===== config.mk =====
export PLATFORM = sky130hd
export DESIGN_NAME = pixel_to_occupancy_cell
export DESIGN_NICKNAME = d
export VERILOG_FILES = /design/src/sv/p2oc_pkg.sv /design/src/sv/pixel_to_occupancy_cell.sv /design/src/sv/p2oc_div_stage.sv
export SDC_FILE = /design/constraint.sdc
export NUM_CORES = 2
export LEC_CHECK = 0
export BUFFER_PORTS_ARGS = -buffer_cell sky130_fd_sc_hd__buf_2
export CORE_ASPECT_RATIO = 1.2
export CORE_MARGIN = 4
export CORE_UTILIZATION = 30
export CTS_CLUSTER_SIZE = 40
export DETAILED_ROUTE_END_ITERATION = 8
export PLACE_DENSITY = 0.51
export SLEW_MARGIN = 20
export SYNTH_ARGS = -nofsm -noshare
export SYNTH_HDL_FRONTEND = slang
export SYNTH_SLANG_ARGS = --single-unit
export TNS_END_PERCENT = 100

===== constraint.sdc =====
create_clock -name clk_i -period 15.6 [get_ports clk_i]
set_input_delay 1.56 -clock clk_i [delete_from_list [all_inputs] [get_ports clk_i]]
set_output_delay 1.56 -clock clk_i [all_outputs]
set_load 0.05 [all_outputs]

===== src/sv/p2oc_pkg.sv =====
// Shared constants, register codes and the divider beat type for the pixel to
// occupancy cell pipeline. No dependencies.
package p2oc_pkg;

  localparam int COORD_BITS_DEF = 12;

  localparam int NUM_CH = 4;
  localparam int CHAN_W = 8;
  localparam int CNT_W  = 3;
  localparam int SUM_W  = 10;   // up to 4 * 255
  localparam int THR_W  = 16;   // Q0.16 thresholds
  localparam int PROD_W = 26;   // threshold * 255 * count, and occupancy << 16
  localparam int QUOT_W = 7;    // scaled result never exceeds 99
  localparam int NUM_W  = 33;   // 99 * (occupancy - free) in the same scale

  localparam logic [CHAN_W-1:0] CELL_OCCUPIED = 8'd100;
  localparam logic [CHAN_W-1:0] CELL_FREE     = 8'd0;
  localparam logic [CHAN_W-1:0] CELL_UNKNOWN  = 8'd255;
  localparam logic [CHAN_W-1:0] CHAN_FULL     = 8'd255;
  localparam logic [CHAN_W-1:0] SCALE_TOP     = 8'd99;

  localparam logic [1:0] MODE_TRINARY = 2'd0;
  localparam logic [1:0] MODE_SCALE   = 2'd1;
  localparam logic [1:0] MODE_RAW     = 2'd2;

  localparam logic [THR_W-1:0] OCC_THR_RST  = 16'd42598;
  localparam logic [THR_W-1:0] FREE_THR_RST = 16'd12845;
  localparam logic [CNT_W-1:0] CHAN_CNT_RST = 3'd1;

  typedef enum logic [2:0] {
    REG_MODE      = 3'd0,
    REG_NEGATE    = 3'd1,
    REG_OCC_THR   = 3'd2,
    REG_FREE_THR  = 3'd3,
    REG_CHAN_CNT  = 3'd4,
    REG_ALPHA     = 3'd5,
    REG_MAP_WIDTH = 3'd6,
    REG_MAP_HEIGHT = 3'd7
  } cfg_reg_e;

  typedef struct packed {
    logic [NUM_W-1:0]  rem;
    logic [PROD_W-1:0] den;
    logic [QUOT_W-1:0] quot;
    logic [CHAN_W-1:0] fixed;
    logic              use_quot;
  } div_t;

endpackage


===== src/sv/pixel_to_occupancy_cell.sv =====
// Top level: pixel to occupancy grid cell converter, configuration registers
// and a 13-stage pipeline. Depends on p2oc_pkg and p2oc_div_stage.
//
//   channel   handshake                 payload
//   in        in_valid_i / in_stall_o   column_i row_i chan0_i..chan3_i
//   out       out_valid_o / out_stall_i cell_value_o cell_index_o
//   cfg       cfg_we_i                  cfg_idx_i cfg_data_i
//
// Throughput is one pixel per clock while the output is not stalled; the stages are one
// capture stage, four arithmetic stages, seven divider stages and one output register.
// The seven divider stages each resolve one quotient bit of the scale-mode
// ratio, which never exceeds 99.
// Reset clears all valid bits and loads the configuration defaults.
// Each stage holds its beat only while the stage after it is full and
// blocked, so bubbles collapse and a stall at the output backs up stage by
// stage without loss or duplication.
module pixel_to_occupancy_cell #(
  parameter int COORD_BITS = p2oc_pkg::COORD_BITS_DEF
) (
  input  logic                                         clk_i,
  input  logic                                         rst_ni,
  input  logic                                         cfg_we_i,
  input  logic [2:0]                                   cfg_idx_i,
  input  logic [((COORD_BITS + 1 > p2oc_pkg::THR_W) ?
                 COORD_BITS + 1 : p2oc_pkg::THR_W)-1:0] cfg_data_i,
  input  logic                                         in_valid_i,
  output logic                                         in_stall_o,
  input  logic [COORD_BITS-1:0]                        column_i,
  input  logic [COORD_BITS-1:0]                        row_i,
  input  logic [p2oc_pkg::CHAN_W-1:0]                  chan0_i,
  input  logic [p2oc_pkg::CHAN_W-1:0]                  chan1_i,
  input  logic [p2oc_pkg::CHAN_W-1:0]                  chan2_i,
  input  logic [p2oc_pkg::CHAN_W-1:0]                  chan3_i,
  output logic                                         out_valid_o,
  input  logic                                         out_stall_i,
  output logic [p2oc_pkg::CHAN_W-1:0]                  cell_value_o,
  output logic [2*COORD_BITS-1:0]                      cell_index_o
);
  import p2oc_pkg::*;

  localparam int DimW = COORD_BITS + 1;
  localparam int IdxW = 2 * COORD_BITS;

  // ---------------------------------------------------------------------
  // Configuration registers
  // ---------------------------------------------------------------------
  logic [1:0]       mode_q;
  logic             negate_q;
  logic [THR_W-1:0] occ_thr_q, free_thr_q;
  logic [CNT_W-1:0] chan_cnt_q;
  logic             alpha_q;
  logic [DimW-1:0]  map_width_q, map_height_q;

  always_ff @(posedge clk_i or negedge rst_ni) begin
    if (!rst_ni) begin
      mode_q       <= MODE_TRINARY;
      negate_q     <= 1'b0;
      occ_thr_q    <= OCC_THR_RST;
      free_thr_q   <= FREE_THR_RST;
      chan_cnt_q   <= CHAN_CNT_RST;
      alpha_q      <= 1'b0;
      map_width_q  <= DimW'(1) << COORD_BITS;
      map_height_q <= DimW'(1) << COORD_BITS;
    end else if (cfg_we_i) begin
      case (cfg_reg_e'(cfg_idx_i))
        REG_MODE:       mode_q       <= cfg_data_i[1:0];
        REG_NEGATE:     negate_q     <= cfg_data_i[0];
        REG_OCC_THR:    occ_thr_q    <= cfg_data_i[THR_W-1:0];
        REG_FREE_THR:   free_thr_q   <= cfg_data_i[THR_W-1:0];
        REG_CHAN_CNT:   chan_cnt_q   <= cfg_data_i[CNT_W-1:0];
        REG_ALPHA:      alpha_q      <= cfg_data_i[0];
        REG_MAP_WIDTH:  map_width_q  <= cfg_data_i[DimW-1:0];
        REG_MAP_HEIGHT: map_height_q <= cfg_data_i[DimW-1:0];
        default: ;
      endcase
    end
  end

  // Channel count clamped to 1..4; alpha drops out of the average in scale
  // and raw modes only. Mode three behaves as trinary.
  logic [CNT_W-1:0] n_use, avg_n;
  logic             scale_mode, raw_mode;

  always_comb begin
    case (chan_cnt_q)
      3'd0:    n_use = 3'd1;
      3'd1:    n_use = 3'd1;
      3'd2:    n_use = 3'd2;
      3'd3:    n_use = 3'd3;
      3'd4:    n_use = 3'd4;
      default: n_use = 3'd4;
    endcase
    avg_n = n_use;
    if ((mode_q == MODE_SCALE || mode_q == MODE_RAW) && alpha_q && n_use > 3'd1) begin
      avg_n = n_use - 3'd1;
    end
  end

  assign scale_mode = (mode_q == MODE_SCALE);
  assign raw_mode   = (mode_q == MODE_RAW);

  // ---------------------------------------------------------------------
  // Stage 1: capture the pixel
  // ---------------------------------------------------------------------
  logic                           s1_v_q, s1_rdy;
  logic [COORD_BITS-1:0]          s1_col_q, s1_row_q;
  logic [NUM_CH-1:0][CHAN_W-1:0]  s1_ch_q;
  logic                           s2_rdy;

  assign s1_rdy     = !s1_v_q || s2_rdy;
  assign in_stall_o = !s1_rdy;

  always_ff @(posedge clk_i or negedge rst_ni) begin
    if (!rst_ni) begin
      s1_v_q <= 1'b0;
    end else if (s1_rdy) begin
      s1_v_q <= in_valid_i;
    end
  end

  always_ff @(posedge clk_i) begin
    if (s1_rdy && in_valid_i) begin
      s1_col_q <= column_i;
      s1_row_q <= row_i;
      s1_ch_q  <= {chan3_i, chan2_i, chan1_i, chan0_i};
    end
  end

  // ---------------------------------------------------------------------
  // Stage 2: channel sum, optional negate, occupancy numerator, flipped row
  // ---------------------------------------------------------------------
  logic [SUM_W-1:0] sum2, den2, a2, b2;
  logic             lastzero2;
  logic [IdxW-1:0]  h2;

  always_comb begin
    sum2 = '0;
    for (int k = 0; k < NUM_CH; k++) begin
      if (CNT_W'(k) < avg_n) begin
        sum2 = sum2 + SUM_W'(s1_ch_q[k]);
      end
    end
    den2      = (SUM_W'(avg_n) << CHAN_W) - SUM_W'(avg_n);
    a2        = negate_q ? (den2 - sum2) : sum2;
    b2        = den2 - a2;
    lastzero2 = (n_use > 3'd1) && (s1_ch_q[2'(n_use - 3'd1)] == '0);
    h2        = IdxW'(map_height_q) - IdxW'(s1_row_q) - IdxW'(1);
  end

  logic                  s2_v_q, s3_rdy;
  logic [CNT_W-1:0]      s2_c_q;
  logic [SUM_W-1:0]      s2_a_q, s2_b_q;
  logic                  s2_lastzero_q;
  logic [COORD_BITS-1:0] s2_col_q;
  logic [IdxW-1:0]       s2_h_q;

  assign s2_rdy = !s2_v_q || s3_rdy;

  always_ff @(posedge clk_i or negedge rst_ni) begin
    if (!rst_ni) begin
      s2_v_q <= 1'b0;
    end else if (s2_rdy) begin
      s2_v_q <= s1_v_q;
    end
  end

  always_ff @(posedge clk_i) begin
    if (s2_rdy && s1_v_q) begin
      s2_c_q        <= avg_n;
      s2_a_q        <= a2;
      s2_b_q        <= b2;
      s2_lastzero_q <= lastzero2;
      s2_col_q      <= s1_col_q;
      s2_h_q        <= h2;
    end
  end

  // ---------------------------------------------------------------------
  // Stage 3: threshold products, raw average, row offset product
  // ---------------------------------------------------------------------
  logic [SUM_W-1:0]  den3;
  logic [PROD_W-1:0] o_den3, f_den3;
  logic [19:0]       third3;
  logic [CHAN_W-1:0] raw3;
  logic [IdxW-1:0]   prod3;

  always_comb begin
    den3   = (SUM_W'(s2_c_q) << CHAN_W) - SUM_W'(s2_c_q);
    o_den3 = PROD_W'(occ_thr_q) * PROD_W'(den3);
    f_den3 = PROD_W'(free_thr_q) * PROD_W'(den3);
    // Divide by three: 683 / 2048 is exact after the floor for sums this small.
    third3 = 20'(s2_a_q) * 20'd683;
    case (s2_c_q)
      3'd2:    raw3 = CHAN_W'(s2_a_q >> 1);
      3'd3:    raw3 = CHAN_W'(third3 >> 11);
      3'd4:    raw3 = CHAN_W'(s2_a_q >> 2);
      default: raw3 = CHAN_W'(s2_a_q);
    endcase
    prod3 = IdxW'(map_width_q) * s2_h_q;
  end

  logic                  s3_v_q, s4_rdy;
  logic [SUM_W-1:0]      s3_b_q;
  logic [PROD_W-1:0]     s3_o_den_q, s3_f_den_q;
  logic [CHAN_W-1:0]     s3_raw_q;
  logic                  s3_lastzero_q;
  logic [IdxW-1:0]       s3_prod_q;
  logic [COORD_BITS-1:0] s3_col_q;

  assign s3_rdy = !s3_v_q || s4_rdy;

  always_ff @(posedge clk_i or negedge rst_ni) begin
    if (!rst_ni) begin
      s3_v_q <= 1'b0;
    end else if (s3_rdy) begin
      s3_v_q <= s2_v_q;
    end
  end

  always_ff @(posedge clk_i) begin
    if (s3_rdy && s2_v_q) begin
      s3_b_q        <= s2_b_q;
      s3_o_den_q    <= o_den3;
      s3_f_den_q    <= f_den3;
      s3_raw_q      <= raw3;
      s3_lastzero_q <= s2_lastzero_q;
      s3_prod_q     <= prod3;
      s3_col_q      <= s2_col_q;
    end
  end

  // ---------------------------------------------------------------------
  // Stage 4: classify against both thresholds or pass the raw average, form divider operands
  // ---------------------------------------------------------------------
  logic [PROD_W-1:0] occ4, diff4, dden4;
  logic              gt4, lt4;
  logic [CHAN_W-1:0] fixed4;
  logic              use_quot4;
  logic [IdxW-1:0]   idx4;

  always_comb begin
    occ4      = PROD_W'(s3_b_q) << THR_W;
    gt4       = occ4 > s3_o_den_q;
    lt4       = occ4 < s3_f_den_q;
    diff4     = occ4 - s3_f_den_q;
    dden4     = s3_o_den_q - s3_f_den_q;
    use_quot4 = 1'b0;
    if (raw_mode) begin
      fixed4 = s3_raw_q;
    end else if (gt4) begin
      fixed4 = CELL_OCCUPIED;
    end else if (lt4) begin
      fixed4 = CELL_FREE;
    end else if (!scale_mode || s3_lastzero_q) begin
      fixed4 = CELL_UNKNOWN;
    end else if (occ_thr_q <= free_thr_q) begin
      fixed4 = CELL_FREE;
    end else begin
      fixed4    = CELL_FREE;
      use_quot4 = 1'b1;
    end
    idx4 = s3_prod_q + IdxW'(s3_col_q);
  end

  logic              s4_v_q, s5_rdy;
  logic [PROD_W-1:0] s4_diff_q, s4_dden_q;
  logic [CHAN_W-1:0] s4_fixed_q;
  logic              s4_use_quot_q;
  logic [IdxW-1:0]   s4_idx_q;

  assign s4_rdy = !s4_v_q || s5_rdy;

  always_ff @(posedge clk_i or negedge rst_ni) begin
    if (!rst_ni) begin
      s4_v_q <= 1'b0;
    end else if (s4_rdy) begin
      s4_v_q <= s3_v_q;
    end
  end

  always_ff @(posedge clk_i) begin
    if (s4_rdy && s3_v_q) begin
      s4_diff_q     <= diff4;
      s4_dden_q     <= dden4;
      s4_fixed_q    <= fixed4;
      s4_use_quot_q <= use_quot4;
      s4_idx_q      <= idx4;
    end
  end

  // ---------------------------------------------------------------------
  // Stage 5: scale the numerator by 99 and load the divider beat
  // ---------------------------------------------------------------------
  div_t s5_d, s5_q;
  logic s5_v_q;
  logic [IdxW-1:0] s5_idx_q;

  always_comb begin
    s5_d.rem      = NUM_W'(s4_diff_q) * NUM_W'(SCALE_TOP);
    s5_d.den      = s4_dden_q;
    s5_d.quot     = '0;
    s5_d.fixed    = s4_fixed_q;
    s5_d.use_quot = s4_use_quot_q;
  end

  logic [QUOT_W:0]           d_valid, d_ready;
  div_t                      d_data [QUOT_W+1];
  logic [IdxW-1:0]           d_idx  [QUOT_W+1];

  assign s5_rdy = !s5_v_q || d_ready[0];

  always_ff @(posedge clk_i or negedge rst_ni) begin
    if (!rst_ni) begin
      s5_v_q <= 1'b0;
    end else if (s5_rdy) begin
      s5_v_q <= s4_v_q;
    end
  end

  always_ff @(posedge clk_i) begin
    if (s5_rdy && s4_v_q) begin
      s5_q     <= s5_d;
      s5_idx_q <= s4_idx_q;
    end
  end

  // ---------------------------------------------------------------------
  // Divider: one quotient bit per stage, most significant first
  // ---------------------------------------------------------------------
  assign d_valid[0] = s5_v_q;
  assign d_data[0]  = s5_q;
  assign d_idx[0]   = s5_idx_q;

  for (genvar g = 0; g < QUOT_W; g++) begin : g_div
    p2oc_div_stage #(
      .Shift (QUOT_W - 1 - g),
      .IdxW  (IdxW)
    ) u_stage (
      .clk_i      (clk_i),
      .rst_ni     (rst_ni),
      .up_valid_i (d_valid[g]),
      .up_ready_o (d_ready[g]),
      .up_data_i  (d_data[g]),
      .up_idx_i   (d_idx[g]),
      .dn_valid_o (d_valid[g+1]),
      .dn_ready_i (d_ready[g+1]),
      .dn_data_o  (d_data[g+1]),
      .dn_idx_o   (d_idx[g+1])
    );
  end

  // ---------------------------------------------------------------------
  // Output register: pick the quotient or the fixed code, hold while stalled
  // ---------------------------------------------------------------------
  logic              out_v_q, out_rdy;
  logic [CHAN_W-1:0] out_value_q;
  logic [IdxW-1:0]   out_idx_q;

  assign out_rdy          = !out_v_q || !out_stall_i;
  assign d_ready[QUOT_W]  = out_rdy;

  always_ff @(posedge clk_i or negedge rst_ni) begin
    if (!rst_ni) begin
      out_v_q <= 1'b0;
    end else if (out_rdy) begin
      out_v_q <= d_valid[QUOT_W];
    end
  end

  always_ff @(posedge clk_i) begin
    if (out_rdy && d_valid[QUOT_W]) begin
      out_value_q <= d_data[QUOT_W].use_quot ? CHAN_W'(d_data[QUOT_W].quot)
                                             : d_data[QUOT_W].fixed;
      out_idx_q   <= d_idx[QUOT_W];
    end
  end

  assign out_valid_o  = out_v_q;
  assign cell_value_o = out_value_q;
  assign cell_index_o = out_idx_q;

endmodule


===== src/sv/p2oc_div_stage.sv =====
// One restoring-division step with its own pipeline register and handshake.
// Depends on p2oc_pkg for the divider beat type.
module p2oc_div_stage #(
  parameter int Shift = 0,
  parameter int IdxW  = 24
) (
  input  logic              clk_i,
  input  logic              rst_ni,
  input  logic              up_valid_i,
  output logic              up_ready_o,
  input  p2oc_pkg::div_t    up_data_i,
  input  logic [IdxW-1:0]   up_idx_i,
  output logic              dn_valid_o,
  input  logic              dn_ready_i,
  output p2oc_pkg::div_t    dn_data_o,
  output logic [IdxW-1:0]   dn_idx_o
);
  import p2oc_pkg::*;

  logic            valid_q;
  div_t            data_q, data_d;
  logic [IdxW-1:0] idx_q;
  logic [NUM_W-1:0] trial;

  assign up_ready_o = !valid_q || dn_ready_i;

  // Subtract the shifted divisor when it fits and set this quotient bit.
  always_comb begin
    trial  = NUM_W'(up_data_i.den) << Shift;
    data_d = up_data_i;
    if (up_data_i.rem >= trial) begin
      data_d.rem         = up_data_i.rem - trial;
      data_d.quot[Shift] = 1'b1;
    end
  end

  always_ff @(posedge clk_i or negedge rst_ni) begin
    if (!rst_ni) begin
      valid_q <= 1'b0;
    end else if (up_ready_o) begin
      valid_q <= up_valid_i;
    end
  end

  always_ff @(posedge clk_i) begin
    if (up_ready_o && up_valid_i) begin
      data_q <= data_d;
      idx_q  <= up_idx_i;
    end
  end

  assign dn_valid_o = valid_q;
  assign dn_data_o  = data_q;
  assign dn_idx_o   = idx_q;

endmodule


==> metrics.log <==
[metrics] result of the run: complete, no violations
[metrics] DR iter-0 viols: roughly 2200
[metrics] Initial Utilization: 30.2%
[metrics] count of state elements after synthesis: approximately 1100
[metrics] placement-stage worst setup slack: 6580 ps
[metrics] GRT Overall Usage: between 10% and 20%
[metrics] count of buffers from port buffering: 113
[metrics] proportion of synthesized flip-flops having asynchronous set or reset: ~7%
[metrics] number of buffers on the longest clock path: 3
[metrics] Clk pin slew, worst setup/hold paths: approximately 60 ps
[metrics] required time of the critical path: 16100 ps
[metrics] DR WL/cell: ~16 um
[metrics] number of placement rows: ~200
[metrics] die width: 457 um
[metrics] overall via count from detail_route: roughly 44000
[metrics] sequential fraction of the synthesis area: 45.6%
[metrics] count of max-cap constraint violations: 0
[metrics] achievable clock frequency: roughly 0.11 GHz
[metrics] Cell Area, Placed: between 70000 and 80000 um^2
[metrics] die outline height: roughly 550 um
[metrics] TritonCTS clock tree: done
[metrics] final hold viol count: 0
[metrics] cell repeated most along the worst path: fa_1
[metrics] Placed Cells incl. Taps: about 9500
[metrics] worst setup margin: approximately 6500 ps
[metrics] layout cell share with drive strength beyond 1: 8.07%
[metrics] Final Slew Violations: 0
[metrics] maximum single-stage delay on the critical path: 880 ps
[metrics] Synth Net Count: roughly 7400
[metrics] met1 track utilization from global routing: around 16%
[metrics] transition time of the tightest slew-check pin: 1020 ps
[metrics] Core Footprint: around 240000 um^2
[metrics] cell at the root of the clock tree: clkbuf_16
[metrics] total area of sequential cells: 33100 um^2
[metrics] wire length reported by the detailed router: approximately 160000 um
[metrics] number of enable flip-flop cells after synthesis: ~1000
[metrics] Max Clock Skew: 31.0 ps
[metrics] setup TNS: 0 ps
[metrics] CP cell instances: clkinv_1 -> ha_1 -> ha_1 -> buf_4 -> xnor2_4 -> nand2_1 -> fa_1 -> fa_1 -> inv_1 -> fa_1 -> fa_1 -> fa_1 -> ha_1 -> a21o_1 -> a21o_1 -> a21o_1 -> a2111oi_0 -> o31ai_1 -> or4_1 -> a311oi_1 -> nor2_1 -> nor2_1 -> a21oi_1 -> xor2_1
[metrics] M3 GR Usage: ~1.8%
[metrics] CTS H-tree depth: 4
[metrics] syn avg cell area: around 12 um^2
[metrics] Crit path arrival time: 9570 ps
[metrics] area of the multi-input gates: ~35000 um^2
[metrics] area of all placed cells without fillers: between 80000 and 90000 um^2
[metrics] Hold Buf Count CTS: 0
[metrics] residual DRC count: 0
[metrics] vias in the first global route: around 47000
[metrics] gate count after technology mapping: between 6000 and 7000
[metrics] post-route antenna net violation count: 0
[metrics] Most used DFF post-synth: edfxtp_1
[metrics] sum of net half-perimeters after detailed placement: 128000 um
[metrics] Critical-path top delay cell: edfxtp_1
[metrics] wire length of the first global-routing pass: between 200000 and 300000 um
[metrics] CTS Buf Count: 132
[metrics] RSZ-0062 raised after global routing: no
[metrics] IO Count: 114
[metrics] # setup viols final: 0
[metrics] Rel. slew slack: about a third
[metrics] number of gates given a new drive strength after cts: 0
[metrics] Area Growth Syn to Fin: 12.0%
[metrics] number of non-filler instances in the completed layout: 9731
[metrics] worst min path class: reg -> reg
[metrics] final layout net count: ~7600
[metrics] gpl congestion: 0.860
[metrics] busiest layer in global routing: met2
[metrics] number of different library cells in the post-synthesis netlist: 101
[metrics] ratio of final minimum period to clock period: between 50% and 60%
[metrics] crit-path max FO: 33
[metrics] Worst Setup End Kind: flop
[metrics] Warnings, synthesis: 0
[metrics] initial antenna violation count: 2
[metrics] Via-to-Cell Ratio: roughly 4.6
[metrics] logic depth of the worst register-to-register path: 24
[metrics] Sinks on Clock Net: 1114
[metrics] cell count of the worst hold path: 0
[metrics] Syn Std Cell Area: approximately 73000 um^2
[metrics] full die area: ~250000 um^2
[metrics] global-route track usage on met2: between 20% and 30%
[metrics] Initial DRT Pass Iterations: 5
[metrics] type of the worst setup path: reg -> reg
[metrics] nature of the critical path startpoint: flop
[metrics] number of fill cells in the layout: ~24000
[metrics] Period minus WS final: between 9000 and 10000 ps
[metrics] clock network latency to the later pin of the worst-skew pair: between 700 and 800 ps
[metrics] pin count of the biggest net entering global routing: 72
[metrics] overflow left after global routing: 0
[metrics] total setup buffers inserted after CTS: 0
[synthesized netlist by cell type (70+ instances only)]
master,n,area [um^2]
edfxtp_1,1036,31100
xnor2_1,241,2110
nand2_1,481,1810
nor2b_1,78,488
nor2_1,286,1070
and2_1,190,1190
inv_1,976,3660
clkbuf_1,96,360
a21oi_1,294,1470
nand2b_1,75,469
xor2_1,131,1150
o21ai_0,280,1400
a21o_1,128,961
nand3_1,70,350
nor3_1,70,350
mux2_2,95,1070
fa_1,453,9070
ha_1,638,7980
[layer usage]
metal / part of all wire (%) / routed length (um)
met2: 50 / 80700
met5: 0 / 0
met4: 3.0 / 4740
met1: 44 / 70400
met3: 2.9 / 4570
[state kept, by name, summed over array words and instances, names as in the netlist, 26 cells and up]
name	cells
g_div.u_stage.dn_data_o	445
g_div.u_stage.dn_idx_o	168
d_data	68
s1_ch_q	32
s3_f_den_q	26
s3_o_den_q	26
s4_dden_q	26
s4_diff_q	26
[logic make-up after synthesis]
family                     count (synthesis)  synth area share [%]
and+or+nand+nor                         1451                  9.83
DFF                                     1114                  45.6
adders and majority gates               1093                  23.5
buffers and inverters                   1089                  5.67
AOI/OAI and AO/OA                       1046                  9.15
xor gates and xnor gates                 373                  4.52
muxes                                    109                  1.67
[worst paths after layout]
path                               start              to  slack (ps)
max                            s2_c_q[0]  s3_f_den_q[24]        6530
min                        s4_dden_q[18]     d_data[559]         400
max reg2reg                    s2_c_q[0]  s3_f_den_q[24]        6530
min reg2reg                s4_dden_q[18]     d_data[559]         400
max in group asynchronous         rst_ni          s1_v_q       13710
min in group asynchronous         rst_ni   free_thr_q[7]         760
[layout by cell type, fill, tap and decap left out, drive strengths merged, types with 42 or more instances in the layout]
cell,instances
nand3,70
nand2b,75
ha,638
nand2,481
nand4,42
nor3,70
a21o,128
buf,143
dfrtp,60
mux2,96
edfxtp,1036
xor2,132
clkbuf,162
and2,190
xnor2,241
nor2,287
clkinv,55
a21oi,295
fa,453
inv,986
nor2b,78
o21ai,296
o21a,65
[worst max-delay path, delay by kind of cell (launching register included)]
family / cells / cell delay, ps
adders and majority gates: 8 / 3360
AOI/OAI and AO/OA: 7 / 1720
xor gates and xnor gates: 2 / 970
buffers and inverters: 3 / 960
and+or+nand+nor: 4 / 890
DFF: 1 / 880
[per-stage QoR]
stage	util (%)	hold slack, ps
6_report	33.8	401
5_1_grt	33.8	405
4_1_cts	33.8	397
3_5_place_dp	32.0	405
3_3_place_gp	32.0	400
2_1_floorplan	-	400
[final cells by class]
type | instances | share of cell area (%)
multi-input cells | 4072 | 43.6
inverters | 980 | 4.53
clock inverters | 74 | 0.930
repair buffers | 143 | 1.00
well taps | 3184 | 4.91
flip-flops and latches | 1114 | 40.7
clock buffers | 162 | 4.24
diodes | 2 | 0.00616
Power is left out: the tool's default activity adds up to more than one toggle a clock period on the data nets, which glitch-free logic cannot reach.
